===== src/assert_macros.svh =====
// Assertion helpers shared by the RTL. Every property is sampled on the
// rising edge of i_clk and is switched off while i_rst_n is low.
`ifndef ASSERT_MACROS_SVH
`define ASSERT_MACROS_SVH

// A condition that must hold at every clock edge.
`define ASSERT_ALWAYS(label, cond, msg) \
    label: assert property (@(posedge i_clk) disable iff (!i_rst_n) (cond)) \
        else $error(msg);

// When the antecedent holds, the consequent sequence must start in the next cycle.
`define ASSERT_NEXT(label, ante, cons, msg) \
    label: assert property (@(posedge i_clk) disable iff (!i_rst_n) (ante) |=> cons) \
        else $error(msg);

// When the antecedent holds, the consequent must hold in the same cycle.
`define ASSERT_SAME(label, ante, cons, msg) \
    label: assert property (@(posedge i_clk) disable iff (!i_rst_n) (ante) |-> (cons)) \
        else $error(msg);

`endif


===== src/plist_pkg.sv =====
// ----------------------------------------------------------------------------
// Positional list package
// Shared widths, status and action codes, cell control and transaction types.
// ----------------------------------------------------------------------------
package plist_pkg;

    localparam int unsigned DATA_W       = 32;
    localparam int unsigned POS_W        = 8;
    localparam int unsigned LEN_W        = 8;
    localparam int unsigned STAT_W       = 2;
    localparam int unsigned DEF_CAPACITY = 128;

    localparam logic [STAT_W-1:0] ST_OK      = 2'd0;
    localparam logic [STAT_W-1:0] ST_BAD_POS = 2'd1;
    localparam logic [STAT_W-1:0] ST_FULL    = 2'd2;

    localparam logic ACT_INSERT = 1'b0;
    localparam logic ACT_DELETE = 1'b1;

    typedef enum logic [1:0] {
        CELL_HOLD,
        CELL_LOAD,
        CELL_FROM_LOWER,
        CELL_FROM_UPPER
    } t_cell_op;

    typedef struct packed {
        t_cell_op op;
        logic     tap_en;
    } t_cell_ctrl;

    typedef struct packed {
        logic                     action;
        logic [POS_W-1:0]         position;
        logic signed [DATA_W-1:0] value;
    } t_cmd;

    typedef struct packed {
        logic [STAT_W-1:0]        status;
        logic signed [DATA_W-1:0] removed_value;
        logic [LEN_W-1:0]         list_length;
    } t_result;

endpackage


===== src/plist_group.sv =====
// ----------------------------------------------------------------------------
// Positional list gather group
// Registered OR over the taps of one group of cells.
// ----------------------------------------------------------------------------
module plist_group #(
    parameter int unsigned GROUP = 16
) (
    input  logic                                     i_clk,
    input  logic [GROUP-1:0][plist_pkg::DATA_W-1:0]  i_taps,
    output logic [plist_pkg::DATA_W-1:0]             o_or
);
    import plist_pkg::*;

    logic [DATA_W-1:0] r_or;
    logic [DATA_W-1:0] n_or;

    always_comb begin
        n_or = '0;
        for (int i = 0; i < GROUP; i++) begin
            n_or = n_or | i_taps[i];
        end
    end

    always_ff @(posedge i_clk) begin
        r_or <= n_or;
    end

    assign o_or = r_or;

endmodule


===== config.mk =====
export PLATFORM = sky130hd
export DESIGN_NAME = plist_group
export DESIGN_NICKNAME = d
export VERILOG_FILES = /design/src/assert_macros.svh /design/src/plist_pkg.sv /design/src/plist_group.sv
export SDC_FILE = /design/constraint.sdc
export NUM_CORES = 1
export LEC_CHECK = 0
export BUFFER_PORTS_ARGS = -buffer_cell sky130_fd_sc_hd__buf_2
export CAP_MARGIN = 15
export CORE_AREA = 8 8 204 206
export DETAILED_ROUTE_END_ITERATION = 10
export DIE_AREA = 0 0 212 214
export PLACE_DENSITY = 0.38
export SYNTH_ARGS = -nofsm -noshare
export SYNTH_HDL_FRONTEND = slang
export SYNTH_SLANG_ARGS = --single-unit

===== constraint.sdc =====
create_clock -name i_clk -period 0.8 [get_ports i_clk]
set_clock_uncertainty 0.05 [all_clocks]
set_input_delay 0.08 -clock i_clk [delete_from_list [all_inputs] [get_ports i_clk]]
set_output_delay 0.08 -clock i_clk [all_outputs]
set_load 0.03 [all_outputs]

==> results of run 1 <==
## kinds of logic (layout without fill, tap and decap cells)
kind of cell / Yosys count / after routing / share of synthesized area (%)
simple gates: 160 / 160 / 60.98
flops: 32 / 32 / 39.02
buf+inv: 0 / 567 / 0
## path summary, 6_finish.rpt
| check | cells past startpoint | endpoint | from | slack [ns] |
|---|---|---|---|---|
| worst max-delay path | 1 | o_or[24] | o_or[24] | -0.13 |
| worst min-delay path | 3 | o_or[17] | i_taps[497] | -0.09 |
## metrics by stage
stage	util, %	TNS, ns	total power [uW]	hold slack, ns	setup slack (ns)
2_1_floorplan	-	0	1746	0.1334	0.1914
3_5_place_dp	13.39	-3.132	3116	0.2291	-0.4146
3_3_place_gp	13.39	-3.147	3112	0.2295	-0.4407
4_1_cts	14.44	-4.648	5573	-0.1274	-0.1822
5_1_grt	14.45	-4.613	5711	-0.1075	-0.1787
6_report	14.45	-3.149	5285	-0.09143	-0.1271
## cell type report
cell class	instances	area (um2)	share of cell area, %
multi-input combinational	160	1020	18.43
sequential	32	680.7	12.30
tap	518	648.1	11.71
clock buffer	8	146.4	2.645
timing repair buffer	559	3039	54.92
## layer usage
| metal | part of all wire, % | wire length (um) | track usage (%) | vias to the layer above |
|---|---|---|---|---|
| li1 | - | - | - | 2029 |
| met1 | 36 | 7544 | 8.761 | 1829 |
| met2 | 50 | 10490 | 15.52 | 312 |
| met3 | 11 | 2331 | 3.113 | 18 |
| met4 | 2.3 | 486 | 3.707 | 0 |
| met5 | 0 | 0 | 0 | - |
## power groups by stage
stage | combinational, uW | sequential [uW] | clock, uW
CTS | 1500 | 1590 | 2490
global placement | 1480 | 1630 | 0
global route | 1630 | 1590 | 2500
floorplan | 117 | 1630 | 0
detailed placement | 1490 | 1630 | 0
finish | 1490 | 1590 | 2200
## placed cells by master (no fill, tap or decap)
| master | netlist | final |
|---|---|---|
| buf_2 | 0 | 512 |
| buf_4 | 0 | 15 |
| buf_6 | 0 | 31 |
| buf_8 | 0 | 1 |
| clkbuf_1 | 0 | 2 |
| clkbuf_16 | 0 | 5 |
| clkbuf_8 | 0 | 1 |
| dfxtp_2 | 0 | 32 |
| nand4_1 | 32 | 32 |
| nor4_1 | 128 | 125 |
| nor4_2 | 0 | 3 |
## what timing repair did
action	4_1_cts	5_1_grt
gates cloned	0	0
endpoints found under the hold margin	32	32
resized for setup	99	1
endpoints found under the setup margin	34	33
==> results.md, run 1 <==
* Starting utilization of the core area at around 4.3%
* Layout cells sized above 1 at about four fifths
* Master of the slowest instance on the critical path: dfxtp_2
* Buffers on Ports at approximately 540
* Aggregate routed wire length at roughly 21 mm
* Yosys warns at 0
* Via-to-Cell Ratio at between 3 and 4
* Crit start category: flop
* Critical path class: flop to output port
* Clk network pwr share at a little over two fifths
* Reg power frac at roughly 30%
* Post-place instance area at roughly 5000 um2
* Detailed-route DRC error count at 0
* Number of standard cells in the final layout excluding fillers at ~1,300
* Most instantiated flip-flop cell in the synthesis netlist: dfxtp_1
* Tightest hold margin at -0.09143 ns
* Count of final hold-check violations at 32
* Power density of the placed cells at ~950 nW/um2
* Average cell area after synthesis at around 8.5 um2
* Initial antenna violation count at 1
* Delay contributed by the slowest stage of the critical path at roughly 0.35 ns
* # fillers at 4,441
* Synth top area share at 48.78%
* Router iterations before antenna repair at 4
* Cell class contributing the biggest share of worst-path delay: flip-flops
* Leakage power total at roughly 0.0027 uW
* Unrepaired setup endpoints after global routing: yes
* Number of max-capacitance violations reported at 0
* Post-layout min period at about 0.9 ns
* Global-route wire length before repair at roughly 29 mm
* Violations in the final reports: negative hold slack, negative setup slack
* Layout Cell Area excl Fill at roughly 5500 um2
* Maximum number of pins on one net before global-route repair at 10
* Placed cell count at roughly 1,300
* CTS tree: yes
* Post-DR wirelength/cell at 16.33 um
* Max-slew violation count at 0
* Routability congestion estimate at ~0.95
* Cell type contributing the most total cell area after synthesis: nor4_1
* Post-synth cell types at 3
* Fraction of the cycle the final worst path needs at 115.9%
* Post-DP HPWL at just under 20 mm
* Number of nets at the end of the flow at 1,271
* Worst-path cell chain: buf_6
* Seq/Total Area, Yosys at approximately two fifths
* Number of flops mapped to enable cells by yosys at 0
* Sink Count at 32
* Run status: finished with violations
* Die Footprint at 45,370 um2
* GRT Overall Usage at under 10%
* Diodes inserted at 0
* CTS clk-pin slew, worst paths at about 0.060 ns
* Number of flip-flops under the largest register name at 32
* Kind of path behind the tightest hold check: input port to flop
* Total CTS buffers at 5
* Area of the mapped netlist at roughly 1600 um2
* Relative area change from synthesis to final layout at 237.1%
* Switching component of the power at 1475 uW
* Net count after synthesis at 705
* Crit Path Max Fanout at 1
* Die Wd at around 210 um
* Sort of element at the end of the critical path: output port
* H-tree levels at 2
* Critical Path RT at about 0.67 ns
* Instance count of the mapped netlist at about 190
* Proportion of synthesized flip-flops having asynchronous set or reset at 0%
* Library cell with the highest instance count after synthesis: nor4_1
* Arrival time at the worst endpoint at 0.80 ns
* Fraction of power consumed by combinational cells at about 28%
* Slew margin rel. at between 50% and 60%
* Largest cells by area after synthesis: nor4_1 49%, dfxtp_1 39%, nand4_1 12%
* PnR worst setup slack at -0.1271 ns
* Die Ht at between 200 and 250 um
* Power Internal at ~3800 uW
* Final global-route overflow total at 0
* Core box area at 38,290 um2
* Vias after detailed routing at roughly 4,200
* Number of global-route vias before repair at 4,926
* Actual slew at the worst max-slew pin at a little under 0.7 ns
* Total setup violations reported at the end of the flow at 33
* Count of boundary I/O pins at about 550
* # Post-CTS Setup Buffers at 0
* Register bit count reported by yosys at 32
* Number of nets with antenna violations after detailed routing at 0
* Detailed Route Iter0 Violations at ~190
* Count of buffer and inverter cells on the critical path at 1
* Worst ir drop on vdd at around 0.0007 V
* Max frequency at approximately 1100 MHz
* Switching part of the total at about 28%
* Maximum root-to-sink buffer count at 2
* Post-synth top cells: 128 x nor4_1, 32 x dfxtp_1, 32 x nand4_1
* Root buffer selected by CTS: clkbuf_16
* # rows at 72
Power figures use the tool's default switching activity.
==> run 2, diff against run 1 <==
--- a/config.mk
+++ b/config.mk
@@ -11,6 +11,7 @@
 export DETAILED_ROUTE_END_ITERATION = 10
 export DIE_AREA = 0 0 212 214
 export PLACE_DENSITY = 0.38
+export RECOVER_POWER = 100
 export SYNTH_ARGS = -nofsm -noshare
 export SYNTH_HDL_FRONTEND = slang
 export SYNTH_SLANG_ARGS = --single-unit
==> run 2 against run 1 <==
Die area did not move; global-route usage unchanged; utilization barely moved; cell area decreased by 0.16%; the run still ends with negative hold slack, negative setup slack left; routed wire length about the same; sequential share of layout area about the same; hold slack worse by 0.00075 ns; critical endpoint unchanged; critical path type unchanged; count of clock-buffer cells in the layout unchanged.
==> results.md, run 2 (same netlist as run 1, synthesis figures left out) <==
* Delay contributed by the slowest stage of the critical path at roughly 0.35 ns
* Worst-path cell chain: buf_6
* Vias after detailed routing at ~4,200
* Sort of element at the end of the critical path: output port
* Master of the slowest instance on the critical path: dfxtp_2
* Most frequent standard cell in the layout excluding fill and tap cells: buf_2
* Crit start category: flop
* Leakage power total at 0.002652 uW
* Maximum number of pins on one net before global-route repair at 10
* Arrival time at the worst endpoint at ~0.80 ns
* Total CTS buffers at 5
* Post-DR wirelength/cell at around 16 um
* Kind of path behind the tightest hold check: input port to flop
* Routability congestion estimate at 0.9545
* # Post-CTS Setup Buffers at 0
* Layout Cell Area excl Fill at about 5500 um2
* CTS clk-pin slew, worst paths at approximately 0.060 ns
* Detailed Route Iter0 Violations at 187
* Layout cells sized above 1 at between 70% and 80%
* Number of global-route vias before repair at 4,926
* Post-layout min period at 0.9271 ns
* Root buffer selected by CTS: clkbuf_16
* Worst ir drop on vdd at a little under 0.0007 V
* Total setup violations reported at the end of the flow at 33
* Die Footprint at about 45,000 um2
* Count of buffer and inverter cells on the critical path at 1
* Run status: finished with violations
* Buffers on Ports at between 500 and 600
* Diodes inserted at 0
* Via-to-Cell Ratio at around 3.3
* Router iterations before antenna repair at 4
* Number of nets with antenna violations after detailed routing at 0
* Critical path class: flop to output port
* Detailed-route DRC error count at 0
* Post-DP HPWL at between 15 and 20 mm
* Util after Layout at between 10% and 20%
* Tightest hold margin at -0.09218 ns
* Number of flip-flops under the largest register name at 32
* Maximum root-to-sink buffer count at 2
* Cell class contributing the biggest share of worst-path delay: flip-flops
* PnR worst setup slack at -0.1271 ns
* Slew margin rel. at 53.45%
* Most frequent cells in the layout: 508 x buf_2, 125 x nor4_1, 32 x nand4_1, 32 x dfxtp_2, 31 x buf_6
* Number of nets at the end of the flow at 1,271
* Relative area change from synthesis to final layout at 236.6%
* Violations in the final reports: negative hold slack, negative setup slack
* Number of max-capacitance violations reported at 0
* # rows at just over 70
* Critical Path RT at 0.67 ns
* Post-place instance area at about 5100 um2
* Unrepaired setup endpoints after global routing: yes
* CTS tree: yes
* H-tree levels at 2
* Count of final hold-check violations at 32
* Die Ht at between 200 and 250 um
* Max-slew violation count at 0
* Global-route wire length before repair at approximately 29 mm
* Actual slew at the worst max-slew pin at ~0.7 ns
* Crit Path Max Fanout at 1
* Pre-CTS worst setup slack at -0.4146 ns
* Fraction of the cycle the final worst path needs at 115.9%
* Power density of the placed cells at 956.2 nW/um2
* GRT Overall Usage at 8.593%
* Initial antenna violation count at 1
* Die Wd at between 200 and 250 um
* Sink Count at 32
* Count of boundary I/O pins at approximately 550
* Final global-route overflow total at 0
* Aggregate routed wire length at roughly 21 mm
* Core box area at 38,290 um2
* Max frequency at roughly 1100 MHz
* Starting utilization of the core area at approximately 4.3%
run 2: cell type report:
| class | instances | area [um2] |
|---|---|---|
| Clock buffer | 8 | 146.4 |
| Fill cell | 4447 | 32760 |
| Multi-Input combinational cell | 160 | 1020 |
| Sequential cell | 32 | 680.7 |
| Tap cell | 518 | 648.1 |
| Timing Repair Buffer | 559 | 3030 |
run 2: per-layer routing:
metal | global-route usage [%] | wire (um) | up-vias
met4 | 3.707 | 486 | 0
li1 | - | - | 2029
met2 | 15.52 | 10490 | 312
met5 | 0 | 0 | -
met3 | 3.113 | 2327 | 18
met1 | 8.761 | 7543 | 1825
run 2: worst paths after layout:
path	end	slack (ns)	depth (start not counted)	from
max	o_or[24]	-0.13	1	o_or[24]
min	o_or[17]	-0.09	3	i_taps[497]
run 2: report_power, final:
part | internal, uW | switching, uW
clock network | 1250 | 953
logic | 966 | 524
registers | 1590 | 0.0234
run 2: stage by stage:
stage                     instances  setup TNS, ns  power, uW
after floorplan                 192              0       1746
after global placement         1269         -3.147       3112
after detailed placement       1269         -3.132       3116
after CTS                      1277         -4.648       5573
after global routing           1277         -4.613       5708
final                          1277         -3.157       5283
run 2: timing repair:
action                     CTS  global route
hold endpoints to repair    32            32
setup endpoints to repair   34            33
pin swaps                    0             0
resized for setup           99             1
