$ cat src/assert_macros.svh
// Assertion helpers shared by the RTL. Every property is sampled on the
// rising edge of i_clk and is switched off while i_rst_n is low.
`ifndef ASSERT_MACROS_SVH
`define ASSERT_MACROS_SVH

// A condition that must hold at every clock edge.
`define ASSERT_ALWAYS(label, cond, msg) \
    label: assert property (@(posedge i_clk) disable iff (!i_rst_n) (cond)) \
        else $error(msg);

// When the antecedent holds, the consequent sequence must start in the next cycle.
`define ASSERT_NEXT(label, ante, cons, msg) \
    label: assert property (@(posedge i_clk) disable iff (!i_rst_n) (ante) |=> cons) \
        else $error(msg);

// When the antecedent holds, the consequent must hold in the same cycle.
`define ASSERT_SAME(label, ante, cons, msg) \
    label: assert property (@(posedge i_clk) disable iff (!i_rst_n) (ante) |-> (cons)) \
        else $error(msg);

`endif

$ cat src/plist_pkg.sv
// ----------------------------------------------------------------------------
// Positional list package
// Shared widths, status and action codes, cell control and transaction types.
// ----------------------------------------------------------------------------
package plist_pkg;

    localparam int unsigned DATA_W       = 32;
    localparam int unsigned POS_W        = 8;
    localparam int unsigned LEN_W        = 8;
    localparam int unsigned STAT_W       = 2;
    localparam int unsigned DEF_CAPACITY = 128;

    localparam logic [STAT_W-1:0] ST_OK      = 2'd0;
    localparam logic [STAT_W-1:0] ST_BAD_POS = 2'd1;
    localparam logic [STAT_W-1:0] ST_FULL    = 2'd2;

    localparam logic ACT_INSERT = 1'b0;
    localparam logic ACT_DELETE = 1'b1;

    typedef enum logic [1:0] {
        CELL_HOLD,
        CELL_LOAD,
        CELL_FROM_LOWER,
        CELL_FROM_UPPER
    } t_cell_op;

    typedef struct packed {
        t_cell_op op;
        logic     tap_en;
    } t_cell_ctrl;

    typedef struct packed {
        logic                     action;
        logic [POS_W-1:0]         position;
        logic signed [DATA_W-1:0] value;
    } t_cmd;

    typedef struct packed {
        logic [STAT_W-1:0]        status;
        logic signed [DATA_W-1:0] removed_value;
        logic [LEN_W-1:0]         list_length;
    } t_result;

endpackage

$ cat src/plist_cell.sv
// ----------------------------------------------------------------------------
// Positional list cell
// One list entry: holds, loads a new value or takes a neighbour's entry.
// ----------------------------------------------------------------------------
module plist_cell (
    input  logic                          i_clk,
    input  plist_pkg::t_cell_ctrl         i_ctrl,
    input  logic [plist_pkg::DATA_W-1:0]  i_value,
    input  logic [plist_pkg::DATA_W-1:0]  i_lower,
    input  logic [plist_pkg::DATA_W-1:0]  i_upper,
    output logic [plist_pkg::DATA_W-1:0]  o_data,
    output logic [plist_pkg::DATA_W-1:0]  o_tap
);
    import plist_pkg::*;

    logic [DATA_W-1:0] r_data;
    logic [DATA_W-1:0] n_data;

    always_comb begin
        case (i_ctrl.op)
            CELL_LOAD:       n_data = i_value;
            CELL_FROM_LOWER: n_data = i_lower;
            CELL_FROM_UPPER: n_data = i_upper;
            default:         n_data = r_data;
        endcase
    end

    always_ff @(posedge i_clk) begin
        r_data <= n_data;
    end

    assign o_data = r_data;
    // The entry is offered to the gather tree only when it is being removed.
    assign o_tap  = i_ctrl.tap_en ? r_data : '0;

endmodule

$ cat config.mk
export PLATFORM = sky130hd
export DESIGN_NAME = plist_cell
export DESIGN_NICKNAME = d
export VERILOG_FILES = /design/src/assert_macros.svh /design/src/plist_pkg.sv /design/src/plist_cell.sv
export SDC_FILE = /design/constraint.sdc
export NUM_CORES = 1
export LEC_CHECK = 0
export BUFFER_PORTS_ARGS = -buffer_cell sky130_fd_sc_hd__buf_2
export CAP_MARGIN = 30
export CORE_MARGIN = 5
export CORE_UTILIZATION = 28
export CTS_CLUSTER_DIAMETER = 100
export CTS_CLUSTER_SIZE = 25
export DETAILED_ROUTE_END_ITERATION = 16
export GPL_ROUTABILITY_DRIVEN = 0
export PLACE_DENSITY = 0.67
export SLEW_MARGIN = 20
export SYNTH_ARGS = -nofsm -noshare
export SYNTH_HDL_FRONTEND = slang
export SYNTH_SLANG_ARGS = --single-unit
$ cat constraint.sdc
create_clock -name i_clk -period 1.2 [get_ports i_clk]
set_clock_uncertainty 0.05 [all_clocks]
set_input_delay 0.12 -clock i_clk [delete_from_list [all_inputs] [get_ports i_clk]]
set_output_delay 0.12 -clock i_clk [all_outputs]
set_load 0.01 [all_outputs]
==> impl_metrics.env, run 1 <==
export IMPL_run_status="finished clean"
export IMPL_p_per_area_nw_per_um2=1070
export IMPL_routedWlPerCell_um=14.2
export IMPL_cts_sinks=32
export IMPL_dieArea_um2=8470
export IMPL_cp_top_family="flip-flops"
export IMPL_leakagePower_uw=0.00146
export IMPL_coreArea_um2=6460
export IMPL_first_pass_iters=4
export IMPL_whs_path_depth=3
export IMPL_rsz0062_at_grt="yes"
export IMPL_worst_pin_slew_ps=457
export IMPL_cp_arrival_ps=990
export IMPL_yosys_area_share_simple_pct=17.3
export IMPL_p_switching_uw=849
export IMPL_grt_pass1_vias=1932
export IMPL_crit_chain="and2_4 > buf_6"
export IMPL_multi_input_comb_area_um2=817
export IMPL_antenna_cells=0
export IMPL_synth_top_area_cell="edfxtp_1"
export IMPL_antenna_found_initial=0
export IMPL_synthMuxAreaShare_pct=17.0
export IMPL_die_width_um=92.0
export IMPL_path_buf_inv=1
export IMPL_peakVddDrop_v=0.000500
export IMPL_hold_class="in2reg"
export IMPL_synthAdderAreaFrac_pct=0
export IMPL_die_y_um=92.0
export IMPL_cap_violations=0
export IMPL_finalCriticalPeriod_ps=1160
export IMPL_pwr_share_clk_pct=24.9
export IMPL_fin_crit_sh_pct=96.4
export IMPL_startpoint_type="flip-flop"
export IMPL_fillers=647
export IMPL_fin_ws_ps=43.0
export IMPL_hold_start="i_value[28]"
export IMPL_final_seq_area_um2=961
export IMPL_clockBufferDepth=2
export IMPL_synthArstFlopShare_pct=0
export IMPL_max_stage_delay_ps=420
export IMPL_critPathKind="reg2out"
export IMPL_hold_end="o_data[28]"
export IMPL_netlist_area_leader_share_pct=51.0
export IMPL_nets=439
export IMPL_grt_start_max_net_pins=33
export IMPL_final_cell_area_um2=2850
export IMPL_netlist_instances=175
export IMPL_synth_commonest_cells="32 x a21oi_1, 32 x and2_1, 32 x edfxtp_1, 32 x mux2i_1, 32 x nor2_1"
export IMPL_synth_edf_count=32
export IMPL_synth_xor_area_share_pct=0
export IMPL_synth_compound_area_share_pct=8.50
export IMPL_p_seq_share_pct=47.6
export IMPL_total_power_uw=3050
export IMPL_syn_num_nets=275
export IMPL_syn2layout_area_growth_pct=51.0
export IMPL_dp_hpwl_um=4760
export IMPL_wl_um=5900
export IMPL_largest_reg_flops=32
export IMPL_drc=0
export IMPL_start_util_pct=29.2
export IMPL_crit_path_end_kind="primary output"
export IMPL_grt_usage_pct=13.7
export IMPL_cts_clk_slew_worst_paths_ps=70
export IMPL_ys_flop_type="edfxtp_1"
export IMPL_synth_cell_types=11
export IMPL_grt_pass1_wl_um=9270
export IMPL_tns_ps=0
export IMPL_ant_nets=0
export IMPL_first_iter_violations=41
export IMPL_cp_required_ps=1030
export IMPL_synth_area_top_cells="edfxtp_1 51%, mux2i_1 17%, and2_1 11%"
export IMPL_combPwrFrac_pct=27.5
export IMPL_drv_slew=0
export IMPL_pre_cts_ws_ps=28.3
export IMPL_synth_ff_latch_count=32
export IMPL_syn_area_um2=1880
export IMPL_root_buffer="clkbuf_8"
export IMPL_pin_count=164
export IMPL_synth_area_per_cell_um2=10.8
export IMPL_setup_violations=0
export IMPL_cts_tree="yes"
export IMPL_finalHoldViolations=0
export IMPL_worst_hold_slack_ps=112
export IMPL_p_int_uw=2200
export IMPL_num_rows=29
export IMPL_cp_max_fo=2
export IMPL_synth_yosys_seq_area_share_pct=51.0
export IMPL_htreeDepth=2
export IMPL_layout_drive_gt1_share_pct=53.1
export IMPL_maxSlewHeadroom_pct=69.5
export IMPL_vias=1827
export IMPL_place_area_um2=2740
export IMPL_synth_top_family_by_area="simple AND/OR/NAND/NOR gates"
export IMPL_fmax_mhz=864
export IMPL_cts_buffers=5
export IMPL_io_buffers=163
export IMPL_cp_num_cells=2
export IMPL_gr_total_overflow=0
export IMPL_yosys_warnings=0
export IMPL_swShare_pct=27.9
export IMPL_viasPerCell=4.39
export IMPL_crit_slowest_cell="edfxtp_1"
export IMPL_startpoint="o_data[21]"
## worst max-delay path by stage
| stage | end | slack, ps |
|---|---|---|
| 2_1_floorplan | o_data[0] | 100 |
| 3_3_place_gp | o_data[15] | 90 |
| 3_5_place_dp | o_data[19] | 30 |
| 4_1_cts | o_tap[21] | 10 |
| 5_1_grt | o_tap[22] | -6 |
| 6_report | o_tap[21] | 40 |
## per-stage QoR
step                      cells  utilization, %
after floorplan             175               -
after global placement      408            42.3
after detailed placement    408            42.3
after CTS                   415            43.5
after global routing        416            44.1
final                       416            44.1
## layer usage
metal | wire, µm | track usage (%) | vias to the layer above | part of all wire [%]
met5 | 0 | 0 | - | 0
li1 | - | - | 939 | -
met2 | 3200 | 26.3 | 86 | 54
met1 | 2010 | 13.9 | 793 | 34
met3 | 582 | 4.83 | 9 | 9.9
met4 | 110 | 3.96 | 0 | 1.9
## power groups by stage
stage	sequential [µW]	clock (µW)	combinational, µW
2_1_floorplan	1530	0	352
3_3_place_gp	1470	0	814
3_5_place_dp	1470	0	830
4_1_cts	1450	794	831
5_1_grt	1470	850	926
6_report	1450	759	838
## cell usage in the layout (no fill, tap or decap), drive strengths merged
cell type,count
a21oi,32
and2,32
buf,171
clkbuf,5
clkinv,2
edfxtp,32
mux2i,32
nor2,32
or2,1
## timing repair
item                                    in CTS  in global routing
resized for setup                            0                  6
setup buffers                                0                  1
endpoints found under the hold margin        0                  0
endpoints found under the setup margin       0                  5
hold buffers                                 0                  0
## tightest hold or removal path, delay by kind of cell
family / cells / cell delay (ps)
AND/OR/NAND/NOR: 1 / 30
buffers and inverters: 1 / 70
AO/OA/AOI/OAI: 1 / 100
## kinds of logic after synthesis
| logic type | Yosys count |
|---|---|
| DFF | 32 |
| AOI/OAI and AO/OA | 32 |
| buffers and inverters | 14 |
| and+or+nand+nor | 65 |
| muxes | 32 |
## area by class of cell
class | count | area share, %
flip-flops and latches | 32 | 33.8
multi-input cells | 129 | 28.7
clock inverters | 2 | 0.264
well taps | 77 | 3.39
repair buffers | 171 | 31.4
clock buffers | 5 | 2.42
No activity file was read; power rests on OpenSTA's default activity.
==> run 2, diff against run 1 <==
--- a/config.mk
+++ b/config.mk
@@ -6,13 +6,11 @@
 export NUM_CORES = 1
 export LEC_CHECK = 0
 export BUFFER_PORTS_ARGS = -buffer_cell sky130_fd_sc_hd__buf_2
-export CAP_MARGIN = 30
 export CORE_MARGIN = 5
 export CORE_UTILIZATION = 28
 export CTS_CLUSTER_DIAMETER = 100
 export CTS_CLUSTER_SIZE = 25
 export DETAILED_ROUTE_END_ITERATION = 16
-export GPL_ROUTABILITY_DRIVEN = 0
 export PLACE_DENSITY = 0.67
 export SLEW_MARGIN = 20
 export SYNTH_ARGS = -nofsm -noshare
==> constraint.sdc (replaced) <==
create_clock -name i_clk -period 1.2 [get_ports i_clk]
set_clock_uncertainty 0.05 [all_clocks]
set_input_delay 0.24 -clock i_clk [delete_from_list [all_inputs] [get_ports i_clk]]
set_output_delay 0.24 -clock i_clk [all_outputs]
set_load 0.01 [all_outputs]
==> run 2 against run 1 <==
  * The run now ends with setup timing left
  * Core utilization up 0.83 points
  * Critical endpoint is now o_tap[24]
  * Setup slack lost 130 ps
  * Sequential power is essentially flat
  * Critical path depth unchanged
  * Final cell count up 0.72%
  * Largest cell class unchanged
  * Largest power group unchanged
  * Non-clock buffer count rose by 3
  * Clock power fell by 0.8%
==> impl_metrics.env, run 2 (synthesized netlist as in run 1, its figures left out) <==
export IMPL_violations="setup timing"
export IMPL_antenna_cells=0
export IMPL_cp_top_family="flip-flops"
export IMPL_fin_ws_ps=-89.2
export IMPL_clockBufferDepth=2
export IMPL_layout_common_cells="159 x buf_2, 32 x mux2i_1, 32 x nor2_1, 32 x a21oi_1, 32 x edfxtp_1"
export IMPL_cts_buffers=5
export IMPL_finalCriticalPeriod_ps=1290
export IMPL_gp_congestion=0.684
export IMPL_cp_max_fo=2
export IMPL_worst_pin_slew_ps=436
export IMPL_setup_violations=37
export IMPL_place_area_um2=2750
export IMPL_largest_reg_flops=32
export IMPL_io_buffers=163
export IMPL_cts_clk_slew_worst_paths_ps=60
export IMPL_crit_chain="and2_4 > buf_6"
export IMPL_leakagePower_uw=0.00148
export IMPL_grt_usage_pct=12.3
export IMPL_die_width_um=92.0
export IMPL_coreArea_um2=6460
export IMPL_finalHoldViolations=0
export IMPL_drc=0
export IMPL_cap_violations=0
export IMPL_cts_sinks=32
export IMPL_worst_hold_slack_ps=236
export IMPL_drv_slew=0
export IMPL_antenna_found_initial=0
export IMPL_max_stage_delay_ps=430
export IMPL_stdcell_count=419
export IMPL_routedWlPerCell_um=13.0
export IMPL_first_iter_violations=44
export IMPL_die_y_um=92.0
export IMPL_cp_required_ps=910
export IMPL_cp_arrival_ps=1000
export IMPL_maxSlewHeadroom_pct=70.9
export IMPL_pre_cts_ws_ps=-44.4
export IMPL_dieArea_um2=8470
export IMPL_layout_commonest_cell="buf_2"
export IMPL_final_cell_area_um2=2900
export IMPL_vias=1836
export IMPL_dp_hpwl_um=4380
export IMPL_cp_num_cells=2
export IMPL_cts_tree="yes"
export IMPL_crit_slowest_cell="edfxtp_1"
export IMPL_gr_total_overflow=0
export IMPL_num_rows=29
export IMPL_grt_pass1_vias=1779
export IMPL_whs_path_depth=3
export IMPL_ant_nets=0
export IMPL_crit_path_end_kind="primary output"
export IMPL_startpoint_type="flip-flop"
export IMPL_critPathKind="reg2out"
export IMPL_p_per_area_nw_per_um2=1060
export IMPL_layout_drive_gt1_share_pct=53.2
export IMPL_path_buf_inv=1
export IMPL_total_power_uw=3070
export IMPL_pin_count=164
export IMPL_fillers=646
export IMPL_syn2layout_area_growth_pct=53.9
export IMPL_fin_crit_sh_pct=107
export IMPL_hold_class="in2reg"
export IMPL_root_buffer="clkbuf_8"
export IMPL_peakVddDrop_v=0.000366
export IMPL_wl_um=5440
export IMPL_nets=442
export IMPL_first_pass_iters=4
export IMPL_fmax_mhz=776
export IMPL_dp_cells=406
export IMPL_grt_pass1_wl_um=8370
export IMPL_grt_start_max_net_pins=33
export IMPL_rsz0062_at_grt="yes"
export IMPL_viasPerCell=4.38
export IMPL_run_status="finished with violations"
export IMPL_htreeDepth=2
export IMPL_start_util_pct=29.2
==> run 2: cell count changes in the layout (fill, tap and decap cells not counted) <==
cell,before,now
clkinv_1,2,0
clkbuf_4,0,1
clkbuf_1,0,1
and2_1,29,31
clkinv_2,0,1
and2_4,3,1
buf_12,0,2
buf_2,160,159
buf_6,3,5
buf_4,8,7
==> run 2: where the power goes <==
group | switching, µW | internal [µW] | leakage (µW)
sequential | 61.7 | 1390 | 0.000322
combinational | 410 | 456 | 0.00112
clock | 359 | 393 | 0.0000410
==> run 2: worst paths after layout <==
path | startpoint | to | slack (ps)
worst max-delay path | o_data[24] | o_tap[24] | -90
worst min-delay path | i_value[2] | o_data[2] | 240
==> run 2: routing by layer <==
metal | part of all wire (%) | vias up | track usage, %
met1 | 34 | 797 | 13.1
met4 | 0.85 | 0 | 2.60
met5 | 0 | - | 0
met3 | 11 | 6 | 4.75
li1 | - | 948 | -
met2 | 54 | 85 | 22.9
==> run 2: area by class of cell <==
| type | count | area (µm²) | share of cell area [%] |
|---|---|---|---|
| timing repair buffer | 174 | 952 | 32.8 |
| sequential | 32 | 961 | 33.1 |
| clock inverter | 1 | 5.00 | 0.173 |
| multi-input combinational | 129 | 812 | 28.0 |
| clock buffer | 6 | 72.6 | 2.50 |
| tap | 77 | 96.3 | 3.32 |
==> run 2: worst min-delay path: stages <==
cell and delay (ps):
buf_2 70, nor2_1 30, a21oi_1 100
==> run 2: what timing repair did <==
action | CTS | global route
resized for setup | 0 | 7
endpoints found under the hold margin | 0 | 0
setup endpoints to repair | 32 | 34
hold buffers | 0 | 0
setup buffers | 2 | 4
pin swaps | 0 | 1
==> run 2: stage by stage <==
step                      setup TNS, ps  util [%]
after floorplan                       0         -
after global placement            -1140      42.5
after detailed placement          -2090      42.5
after CTS                         -1880      43.9
after global routing              -3380      44.9
final                             -1430      44.9
